`src/rtl/hltd_pkg.sv`:
```
// ----------------------------------------------------------------------------
// hltd_pkg
// Shared types and constants of the header / length / tail deframer.
// ----------------------------------------------------------------------------
package hltd_pkg;

  localparam int LEN_BYTES         = 2;
  localparam int MAX_FRAME_PAYLOAD = 4096;

  localparam int LEN_W    = 8 * LEN_BYTES;
  localparam int IDX_W    = $clog2(LEN_BYTES);
  localparam int CNT_W    = $clog2(MAX_FRAME_PAYLOAD + 1);
  localparam int MAXLEN_W = 13;
  localparam int CMP_W0   = (LEN_W > CNT_W) ? LEN_W : CNT_W;
  localparam int CMP_W    = (CMP_W0 > MAXLEN_W) ? CMP_W0 : MAXLEN_W;

  localparam int ADDR_W = 5;
  localparam int DATA_W = 32;

  localparam logic [MAXLEN_W-1:0] MAX_LEN_RESET = MAXLEN_W'(4096);

  localparam logic [2:0] REG_HEADER_FIRST  = 3'd0;
  localparam logic [2:0] REG_HEADER_SECOND = 3'd1;
  localparam logic [2:0] REG_TAIL_FIRST    = 3'd2;
  localparam logic [2:0] REG_TAIL_SECOND   = 3'd3;
  localparam logic [2:0] REG_MAX_LEN       = 3'd4;

  typedef enum logic [2:0] {
    PH_HEAD1,
    PH_HEAD2,
    PH_LEN,
    PH_BODY,
    PH_TAIL1,
    PH_TAIL2
  } phase_e;

  typedef enum logic [1:0] {
    KIND_PAYLOAD = 2'd0,
    KIND_ACCEPT  = 2'd1,
    KIND_DROP    = 2'd2,
    KIND_ERROR   = 2'd3
  } kind_e;

  typedef enum logic [1:0] {
    CAUSE_NONE   = 2'd0,
    CAUSE_HEADER = 2'd1,
    CAUSE_LENGTH = 2'd2
  } cause_e;

  typedef struct packed {
    logic [7:0]          header_first;
    logic [7:0]          header_second;
    logic [7:0]          tail_first;
    logic [7:0]          tail_second;
    logic [MAXLEN_W-1:0] max_len;
  } cfg_t;

  typedef struct packed {
    cause_e     error_cause;
    kind_e      out_kind;
    logic [7:0] out_byte;
  } result_t;

endpackage

```
`src/rtl/header_length_tail_deframer.sv`:
```
// ----------------------------------------------------------------------------
// header_length_tail_deframer
// Deframes a byte stream of header, signed length, payload and tail.
// ----------------------------------------------------------------------------
// One received byte is taken per clock. The frame phase logic decides on each
// byte in the cycle it is accepted and its result (payload byte, accept or
// drop marker, session error) is registered before it shows on the master
// side. A result register plus one skid entry sit on the output, so
// s_axis_tready only falls when the output has stalled with two results held;
// with the output always ready the rate is one byte per cycle. A header
// mismatch or an invalid length reports one error and the block then ignores
// all input until reset. No memories, no clearing pass after reset.
module header_length_tail_deframer (
  input  logic                        clk_i,
  input  logic                        rst_ni,
  input  logic                        s_axis_tvalid_i,
  output logic                        s_axis_tready_o,
  input  logic [7:0]                  s_axis_tdata_i,   // [7:0] rx_byte
  output logic                        m_axis_tvalid_o,
  input  logic                        m_axis_tready_i,
  output logic [7:0]                  m_axis_tdata_o,   // [7:0] out_byte
  output logic [3:0]                  m_axis_tuser_o,   // [1:0] out_kind, [3:2] error_cause
  input  logic                        psel,
  input  logic                        penable,
  input  logic                        pwrite,
  input  logic [hltd_pkg::ADDR_W-1:0] paddr,
  input  logic [hltd_pkg::DATA_W-1:0] pwdata,
  output logic [hltd_pkg::DATA_W-1:0] prdata,
  output logic                        pready
);

  hltd_pkg::cfg_t    cfg;
  hltd_pkg::result_t res;
  hltd_pkg::result_t out_res;
  logic              res_valid;
  logic              accept;

  assign accept = s_axis_tvalid_i && s_axis_tready_o;

  hltd_cfg_regs u_cfg (
    .clk_i     (clk_i),
    .rst_ni    (rst_ni),
    .psel_i    (psel),
    .penable_i (penable),
    .pwrite_i  (pwrite),
    .paddr_i   (paddr),
    .pwdata_i  (pwdata),
    .prdata_o  (prdata),
    .pready_o  (pready),
    .cfg_o     (cfg)
  );

  hltd_parser u_parser (
    .clk_i       (clk_i),
    .rst_ni      (rst_ni),
    .accept_i    (accept),
    .rx_byte_i   (s_axis_tdata_i),
    .cfg_i       (cfg),
    .res_valid_o (res_valid),
    .res_o       (res)
  );

  hltd_out_buf u_out (
    .clk_i       (clk_i),
    .rst_ni      (rst_ni),
    .in_valid_i  (res_valid),
    .in_res_i    (res),
    .in_ready_o  (s_axis_tready_o),
    .out_valid_o (m_axis_tvalid_o),
    .out_ready_i (m_axis_tready_i),
    .out_res_o   (out_res)
  );

  assign m_axis_tdata_o = out_res.out_byte;
  assign m_axis_tuser_o = {out_res.error_cause, out_res.out_kind};

endmodule

```
`src/rtl/hltd_cfg_regs.sv`:
```
// ----------------------------------------------------------------------------
// hltd_cfg_regs
// APB register file holding the expected header and tail bytes and the
// payload length limit.
// ----------------------------------------------------------------------------
module hltd_cfg_regs (
  input  logic                        clk_i,
  input  logic                        rst_ni,
  input  logic                        psel_i,
  input  logic                        penable_i,
  input  logic                        pwrite_i,
  input  logic [hltd_pkg::ADDR_W-1:0] paddr_i,
  input  logic [hltd_pkg::DATA_W-1:0] pwdata_i,
  output logic [hltd_pkg::DATA_W-1:0] prdata_o,
  output logic                        pready_o,
  output hltd_pkg::cfg_t              cfg_o
);

  hltd_pkg::cfg_t cfg_q;
  logic [2:0]     reg_idx;
  logic           wr_en;

  assign reg_idx  = paddr_i[4:2];
  assign wr_en    = psel_i && penable_i && pwrite_i;
  assign pready_o = 1'b1;
  assign cfg_o    = cfg_q;

  always_ff @(posedge clk_i or negedge rst_ni) begin
    if (!rst_ni) begin
      cfg_q.header_first  <= '0;
      cfg_q.header_second <= '0;
      cfg_q.tail_first    <= '0;
      cfg_q.tail_second   <= '0;
      cfg_q.max_len       <= hltd_pkg::MAX_LEN_RESET;
    end else if (wr_en) begin
      case (reg_idx)
        hltd_pkg::REG_HEADER_FIRST:  cfg_q.header_first  <= pwdata_i[7:0];
        hltd_pkg::REG_HEADER_SECOND: cfg_q.header_second <= pwdata_i[7:0];
        hltd_pkg::REG_TAIL_FIRST:    cfg_q.tail_first    <= pwdata_i[7:0];
        hltd_pkg::REG_TAIL_SECOND:   cfg_q.tail_second   <= pwdata_i[7:0];
        hltd_pkg::REG_MAX_LEN: begin
          cfg_q.max_len <= pwdata_i[hltd_pkg::MAXLEN_W-1:0];
        end
        default: ;
      endcase
    end
  end

  always_comb begin
    case (reg_idx)
      hltd_pkg::REG_HEADER_FIRST:  prdata_o = hltd_pkg::DATA_W'(cfg_q.header_first);
      hltd_pkg::REG_HEADER_SECOND: prdata_o = hltd_pkg::DATA_W'(cfg_q.header_second);
      hltd_pkg::REG_TAIL_FIRST:    prdata_o = hltd_pkg::DATA_W'(cfg_q.tail_first);
      hltd_pkg::REG_TAIL_SECOND:   prdata_o = hltd_pkg::DATA_W'(cfg_q.tail_second);
      hltd_pkg::REG_MAX_LEN:       prdata_o = hltd_pkg::DATA_W'(cfg_q.max_len);
      default:                     prdata_o = '0;
    endcase
  end

endmodule

```
`src/rtl/hltd_parser.sv`:
```
// ----------------------------------------------------------------------------
// hltd_parser
// Frame phase tracker: checks header, gathers and checks the length, counts
// payload bytes and checks the tail, one byte per accepted request.
// ----------------------------------------------------------------------------
module hltd_parser (
  input  logic              clk_i,
  input  logic              rst_ni,
  input  logic              accept_i,
  input  logic [7:0]        rx_byte_i,
  input  hltd_pkg::cfg_t    cfg_i,
  output logic              res_valid_o,
  output hltd_pkg::result_t res_o
);

  hltd_pkg::phase_e               phase_q, phase_d;
  logic [7:0]                     held_q, held_d;
  logic [hltd_pkg::LEN_W-1:0]     len_q, len_d;
  logic [hltd_pkg::IDX_W-1:0]     idx_q, idx_d;
  logic [hltd_pkg::CNT_W-1:0]     rem_q, rem_d;
  logic                           dead_q, dead_d;

  logic [hltd_pkg::LEN_W-1:0]     len_word;
  logic [hltd_pkg::CMP_W-1:0]     len_ext;
  logic                           len_last;
  logic                           len_bad;
  logic                           hdr_bad;
  logic                           tail_ok;
  logic                           step;

  assign step = accept_i && !dead_q;

  always_comb begin
    len_word               = len_q;
    len_word[idx_q*8 +: 8] = rx_byte_i;
  end

  assign len_ext  = hltd_pkg::CMP_W'(len_word);
  assign len_last = (idx_q == hltd_pkg::IDX_W'(hltd_pkg::LEN_BYTES - 1));
  assign len_bad  = len_word[hltd_pkg::LEN_W-1] || (len_word == '0) ||
                    (len_ext > hltd_pkg::CMP_W'(cfg_i.max_len)) ||
                    (len_ext > hltd_pkg::CMP_W'(hltd_pkg::MAX_FRAME_PAYLOAD));
  assign hdr_bad  = (held_q != cfg_i.header_first) || (rx_byte_i != cfg_i.header_second);
  assign tail_ok  = (held_q == cfg_i.tail_first) && (rx_byte_i == cfg_i.tail_second);

  // next state
  always_comb begin
    phase_d = phase_q;
    held_d  = held_q;
    len_d   = len_q;
    idx_d   = idx_q;
    rem_d   = rem_q;
    dead_d  = dead_q;
    if (step) begin
      case (phase_q)
        hltd_pkg::PH_HEAD1: begin
          held_d  = rx_byte_i;
          phase_d = hltd_pkg::PH_HEAD2;
        end
        hltd_pkg::PH_HEAD2: begin
          if (hdr_bad) begin
            dead_d  = 1'b1;
            phase_d = hltd_pkg::PH_HEAD1;
          end else begin
            len_d   = '0;
            idx_d   = '0;
            phase_d = hltd_pkg::PH_LEN;
          end
        end
        hltd_pkg::PH_LEN: begin
          len_d = len_word;
          idx_d = idx_q + 1'b1;
          if (len_last) begin
            if (len_bad) begin
              dead_d  = 1'b1;
              phase_d = hltd_pkg::PH_HEAD1;
            end else begin
              rem_d   = len_ext[hltd_pkg::CNT_W-1:0];
              phase_d = hltd_pkg::PH_BODY;
            end
          end
        end
        hltd_pkg::PH_BODY: begin
          if (rem_q != '0) begin
            rem_d = rem_q - 1'b1;
          end
          if (rem_q <= hltd_pkg::CNT_W'(1)) begin
            phase_d = hltd_pkg::PH_TAIL1;
          end
        end
        hltd_pkg::PH_TAIL1: begin
          held_d  = rx_byte_i;
          phase_d = hltd_pkg::PH_TAIL2;
        end
        hltd_pkg::PH_TAIL2: begin
          phase_d = hltd_pkg::PH_HEAD1;
        end
        default: begin
          phase_d = hltd_pkg::PH_HEAD1;
        end
      endcase
    end
  end

  // result
  always_comb begin
    res_valid_o       = 1'b0;
    res_o.out_byte    = '0;
    res_o.out_kind    = hltd_pkg::KIND_PAYLOAD;
    res_o.error_cause = hltd_pkg::CAUSE_NONE;
    case (phase_q)
      hltd_pkg::PH_HEAD2: begin
        if (hdr_bad) begin
          res_valid_o       = step;
          res_o.out_kind    = hltd_pkg::KIND_ERROR;
          res_o.error_cause = hltd_pkg::CAUSE_HEADER;
        end
      end
      hltd_pkg::PH_LEN: begin
        if (len_last && len_bad) begin
          res_valid_o       = step;
          res_o.out_kind    = hltd_pkg::KIND_ERROR;
          res_o.error_cause = hltd_pkg::CAUSE_LENGTH;
        end
      end
      hltd_pkg::PH_BODY: begin
        res_valid_o    = step;
        res_o.out_byte = rx_byte_i;
      end
      hltd_pkg::PH_TAIL2: begin
        res_valid_o    = step;
        res_o.out_kind = tail_ok ? hltd_pkg::KIND_ACCEPT : hltd_pkg::KIND_DROP;
      end
      default: ;
    endcase
  end

  always_ff @(posedge clk_i or negedge rst_ni) begin
    if (!rst_ni) begin
      phase_q <= hltd_pkg::PH_HEAD1;
      held_q  <= '0;
      len_q   <= '0;
      idx_q   <= '0;
      rem_q   <= '0;
      dead_q  <= 1'b0;
    end else begin
      phase_q <= phase_d;
      held_q  <= held_d;
      len_q   <= len_d;
      idx_q   <= idx_d;
      rem_q   <= rem_d;
      dead_q  <= dead_d;
    end
  end

endmodule

```
`src/rtl/hltd_out_buf.sv`:
```
// ----------------------------------------------------------------------------
// hltd_out_buf
// Result register with a skid stage so the input side can hand over one more
// result while the output side stalls.
// ----------------------------------------------------------------------------
module hltd_out_buf (
  input  logic              clk_i,
  input  logic              rst_ni,
  input  logic              in_valid_i,
  input  hltd_pkg::result_t in_res_i,
  output logic              in_ready_o,
  output logic              out_valid_o,
  input  logic              out_ready_i,
  output hltd_pkg::result_t out_res_o
);

  logic              out_valid_q;
  logic              skid_valid_q;
  hltd_pkg::result_t out_q;
  hltd_pkg::result_t skid_q;
  logic              pop;

  assign pop         = out_valid_q && out_ready_i;
  assign in_ready_o  = !skid_valid_q;
  assign out_valid_o = out_valid_q;
  assign out_res_o   = out_q;

  always_ff @(posedge clk_i or negedge rst_ni) begin
    if (!rst_ni) begin
      out_valid_q  <= 1'b0;
      skid_valid_q <= 1'b0;
    end else if (skid_valid_q) begin
      if (pop) begin
        skid_valid_q <= 1'b0;
      end
    end else if (in_valid_i) begin
      if (!out_valid_q || pop) begin
        out_valid_q <= 1'b1;
      end else begin
        skid_valid_q <= 1'b1;
      end
    end else if (pop) begin
      out_valid_q <= 1'b0;
    end
  end

  always_ff @(posedge clk_i) begin
    if (skid_valid_q) begin
      if (pop) begin
        out_q <= skid_q;
      end
    end else if (in_valid_i) begin
      if (!out_valid_q || pop) begin
        out_q <= in_res_i;
      end else begin
        skid_q <= in_res_i;
      end
    end
  end

endmodule

```
`config.mk`:
```
export PLATFORM = sky130hd
export DESIGN_NAME = header_length_tail_deframer
export DESIGN_NICKNAME = d
export VERILOG_FILES = /design/src/rtl/hltd_pkg.sv /design/src/rtl/header_length_tail_deframer.sv /design/src/rtl/hltd_cfg_regs.sv /design/src/rtl/hltd_parser.sv /design/src/rtl/hltd_out_buf.sv
export SDC_FILE = /design/constraint.sdc
export NUM_CORES = 1
export LEC_CHECK = 0
export BUFFER_PORTS_ARGS = -buffer_cell sky130_fd_sc_hd__buf_2
export CAP_MARGIN = 20
export CORE_MARGIN = 1
export CORE_UTILIZATION = 39
export DETAILED_ROUTE_END_ITERATION = 16
export GPL_TIMING_DRIVEN = 0
export PLACE_DENSITY = 0.69
export SETUP_SLACK_MARGIN = 0.2
export SLEW_MARGIN = 20
export SYNTH_ARGS = -nofsm -noshare
export SYNTH_HDL_FRONTEND = slang
export SYNTH_SLANG_ARGS = --single-unit
export TNS_END_PERCENT = 50
```
`constraint.sdc`:
```
create_clock -name clk_i -period 5.2 [get_ports clk_i]
set_input_delay 0.26 -clock clk_i [delete_from_list [all_inputs] [get_ports clk_i]]
set_output_delay 0.26 -clock clk_i [all_outputs]
set_load 0.01 [all_outputs]
```
==> reports/metrics.yaml <==
status:
  outcome: "completed"
worst_setup_path:
  timing.critical_path.slowest_stage_cell: "a211oi_1"
  cp_num_cells: 12
  worst_endpoint_data_arrival_time_ns: 4.57
  worstReg2RegStart: "u_parser.idx_q"
  timing.critical_path.buf_inv: 4
  required_ns: 5.37
  worst_setup_path_endpoint: "u_out.skid_q[4]"
  timing.critical_path.slowest_cell_delay_ns: 0.73
  timing.critical_path.cells: "buf_4, clkbuf_1, mux2i_1, inv_1, ha_1, a21o_1, a22o_1, a2111oi_4, a211oi_1, a211oi_1, a2111oi_4, buf_2"
  r2r.worst_path.cells: 12
  endpoint_kind: "register"
  critical_path.startpoint_type: "register"
  worstSetupPathType: "register to register"
  cp_max_fo: 19
  reg2reg_setup_slack_ns: 0.80
  cpLargestDelayFamily: "compound AO/OA/AOI/OAI gates"
  setup.worst_path.start: "u_parser.idx_q"
  worstReg2RegEnd: "u_out.skid_q[4]"
final_layout:
  final_core_utilization: 0.4719
  insertedDiodeCount: 0
  footprint_of_the_multi_input_gates_mm2: 0.003267
  mostFrequentLayoutCell: "dfrtp_1"
  fillerInstances: 1509
  area_delta_synth_final_pct: 18.75
  share_of_layout_cells_above_drive_strength_1: 0.2617
  mostFrequentLayoutCells: "88 x dfrtp_1, 60 x buf_2, 54 x mux2_2"
  sequential_cell_area_mm2: 0.002949
  nets: 780
synth:
  post-synth-top-area-cell: "dfrtp_1"
  syn-cell-area_mm2: 0.006568
  synth_warnings: 0
  synthTopCellsByArea: "dfrtp_1 34%, edfxtp_1 11%, mux2_2 9.3%"
  synth-seq-cells: 113
  synth-seq-area-share: 0.4490
  yosysUniqueCellTypes: 65
  netlist_instances: 625
  ys_flop_type: "dfrtp_1"
  synth_largest_type_area_fraction: 0.3353
  post_synth.cell_area_avg_um2: 10.51
  synth_enable_flop_cells: 24
  async_reset_ff_frac: 0.7876
global_routing:
  via_count_of_the_first_global_routing_pass: 5008
  grt_first_pass_wirelength_mm: 27.25
  antenna_found_initial: 0
  maximum_number_of_pins_on_one_net_before_global_route_repair: 73
  grt_overflow_total: 0
  grt_util_all_layers: 0.2025
detailed_routing:
  detail-route-antenna-nets: 0
  drc: 0
  detail_route.wirelength_mm: 16.95
  vias: 5201
  via_per_inst: 5.498
  drt_first_iter_violations: 598
  detail_route.first_pass.iterations: 5
  routed_wire_length_per_instance_um: 17.92
floorplan:
  design.core.area_mm2: 0.01652
  design.portCount: 99
  start_util: 0.3974
  die_h_um: 131.8
  dieWidth_um: 131.8
  floorplan.die_area_mm2: 0.01736
  floorplan.rows: 47
sta:
  rsz0062_at_grt: "false"
  final_hold_vios: 0
  final_max_tran_viols: 0
  worst_clock_skew_ns: 0.006676
  setup-tns-final_ns: 0
  min_period_ns: 4.400
  max_slew_margin: 0.2581
  setup_violators_final: 0
  worstMarginPinSlew_ns: 1.110
  fin_hold_ws_ns: 0.05285
  clock.fmax_mhz: 227.3
  layout_worst_path_cycle_share: 0.8461
  layout_setup_ws_ns: 0.8003
placed_design:
  routabilityCongestion: 0.8698
  post-place-ws_ns: 0.2312
  buffer_ports.inserted: 49
  hpwlAfterDp_mm: 12.25
clock_tree:
  cts.sink_count: 113
  clk-insertion-delay-late_ns: 0.42
  cts_made_buffers: 17
  cts.root.buffer_cell: "clkbuf_16"
  clk_transition_reported_paths_ns: 0.06
  ctsLongestPathBuffers: 2
  cts_htree_levels: 4
  tritoncts_clock_tree: "done"
run:
  cap_viol_max_count: 0
pwr:
  cellLeakagePower_nw: 3.408
  power-per-cell-area_mw_per_mm2: 501.2
  power.ir.vdd_worst_uv: 279.1
worst_hold_path:
  hold_path_class: "primary input to register"
## synth_stat cells (3+ instances only)
library cell  number
nand2_1           28
xor2_1            17
and2_1             6
a211oi_1           3
a31oi_1           11
ha_1              15
o32a_1             4
a2bb2oi_1          3
buf_4             22
xnor2_1           16
o21ai_0           29
nor4_1             9
nand3_1            9
nand4_1            8
mux2i_1           26
a32o_1             5
o2bb2ai_1         11
nor3_1            16
a21oi_1           22
nor2_1            43
o22ai_1            8
o211ai_1           7
inv_1             29
edfxtp_1          24
dfrtp_1           88
a21oi_2            3
nand2b_1           3
a21o_1             4
o221ai_1           6
nor3_2             3
buf_2             11
nor2b_1            7
mux2_2            54
clkbuf_1          23
and3_1            11
## layout make-up
type	instances	share of cell area
repair buffers	52	0.03770
clock buffers	18	0.05503
inverters	29	0.01396
multi-input cells	442	0.4189
well taps	220	0.03530
clock inverters	14	0.01877
flip-flops and latches	113	0.3781
plain buffers	58	0.04219
## cell families after synthesis
group / count (synthesis) / share of synthesized area
other: 2 / 0.001144
adders and majority gates: 15 / 0.02858
xor gates and xnor gates: 33 / 0.04401
AOI/OAI and AO/OA: 134 / 0.1471
DFF: 113 / 0.4490
buffers and inverters: 88 / 0.06725
muxes: 80 / 0.1322
and+or+nand+nor: 160 / 0.1307
## registers in the layout, summed over array words and instances, names as in the netlist
signal / flops
u_out.skid_q: 12
u_out.out_res_o: 12
u_parser.len_q: 16
u_cfg.cfg_o: 45
u_parser.dead_q: 1
u_parser.phase_q: 3
u_parser.idx_q: 1
u_out.out_valid_o: 1
u_out.skid_valid_q: 1
u_parser.held_q: 8
u_parser.rem_q: 13
## what timing repair did
item                       CTS  global route
hold buffers                 1             0
pin swaps                    0             0
buffers inserted             0             0
hold endpoints to repair    17             0
setup endpoints to repair    6            18
resized for setup            1             0
## power breakdown
part	total [W]	internal [W]	switching (W)
logic	0.00138	0.000577	0.000798
registers	0.00138	0.00117	0.000215
clock network	0.00115	0.000740	0.000408
## layer usage
metal  global-route usage  part of all wire
met5                    0                 0
met1               0.2785              0.46
met2               0.3136              0.46
met3              0.04306             0.059
met4              0.07623             0.023
## worst reg2reg max path, cell delays in order, from the launching register on
cell and delay [ns]:
dfrtp_1 0.43, buf_4 0.31, clkbuf_1 0.42, mux2i_1 0.49, inv_1 0.12, ha_1 0.21
a21o_1 0.17, a22o_1 0.20, a2111oi_4 0.42, a211oi_1 0.17, a211oi_1 0.73, a2111oi_4 0.25
buf_2 0.24
## worst min-delay path by stage
stage	endpoint	slack (ns)	startpoint	cells after the start
6_report	u_cfg.cfg_o[12]	0.05	pwdata[12]	3
5_1_grt	u_cfg.cfg_o[12]	0.04	pwdata[12]	3
4_1_cts	u_cfg.cfg_o[12]	0.04	pwdata[12]	3
3_5_place_dp	u_out.skid_valid_q	0.11	rst_ni	1
3_3_place_gp	u_cfg.cfg_o[10]	0.47	pwdata[10]	3
2_1_floorplan	u_cfg.cfg_o[0]	-0.04	rst_ni	0
## stage by stage
stage | std cells | cell area [um2] | total power (W)
floorplan | 643 | 6636 | 0.002356
global placement | 912 | 7157 | 0.002705
detailed placement | 914 | 7201 | 0.002744
CTS | 947 | 7799 | 0.003909
global route | 946 | 7799 | 0.004130
finish | 946 | 7799 | 0.003908
Note: power is estimated with default switching activity, not from simulation.
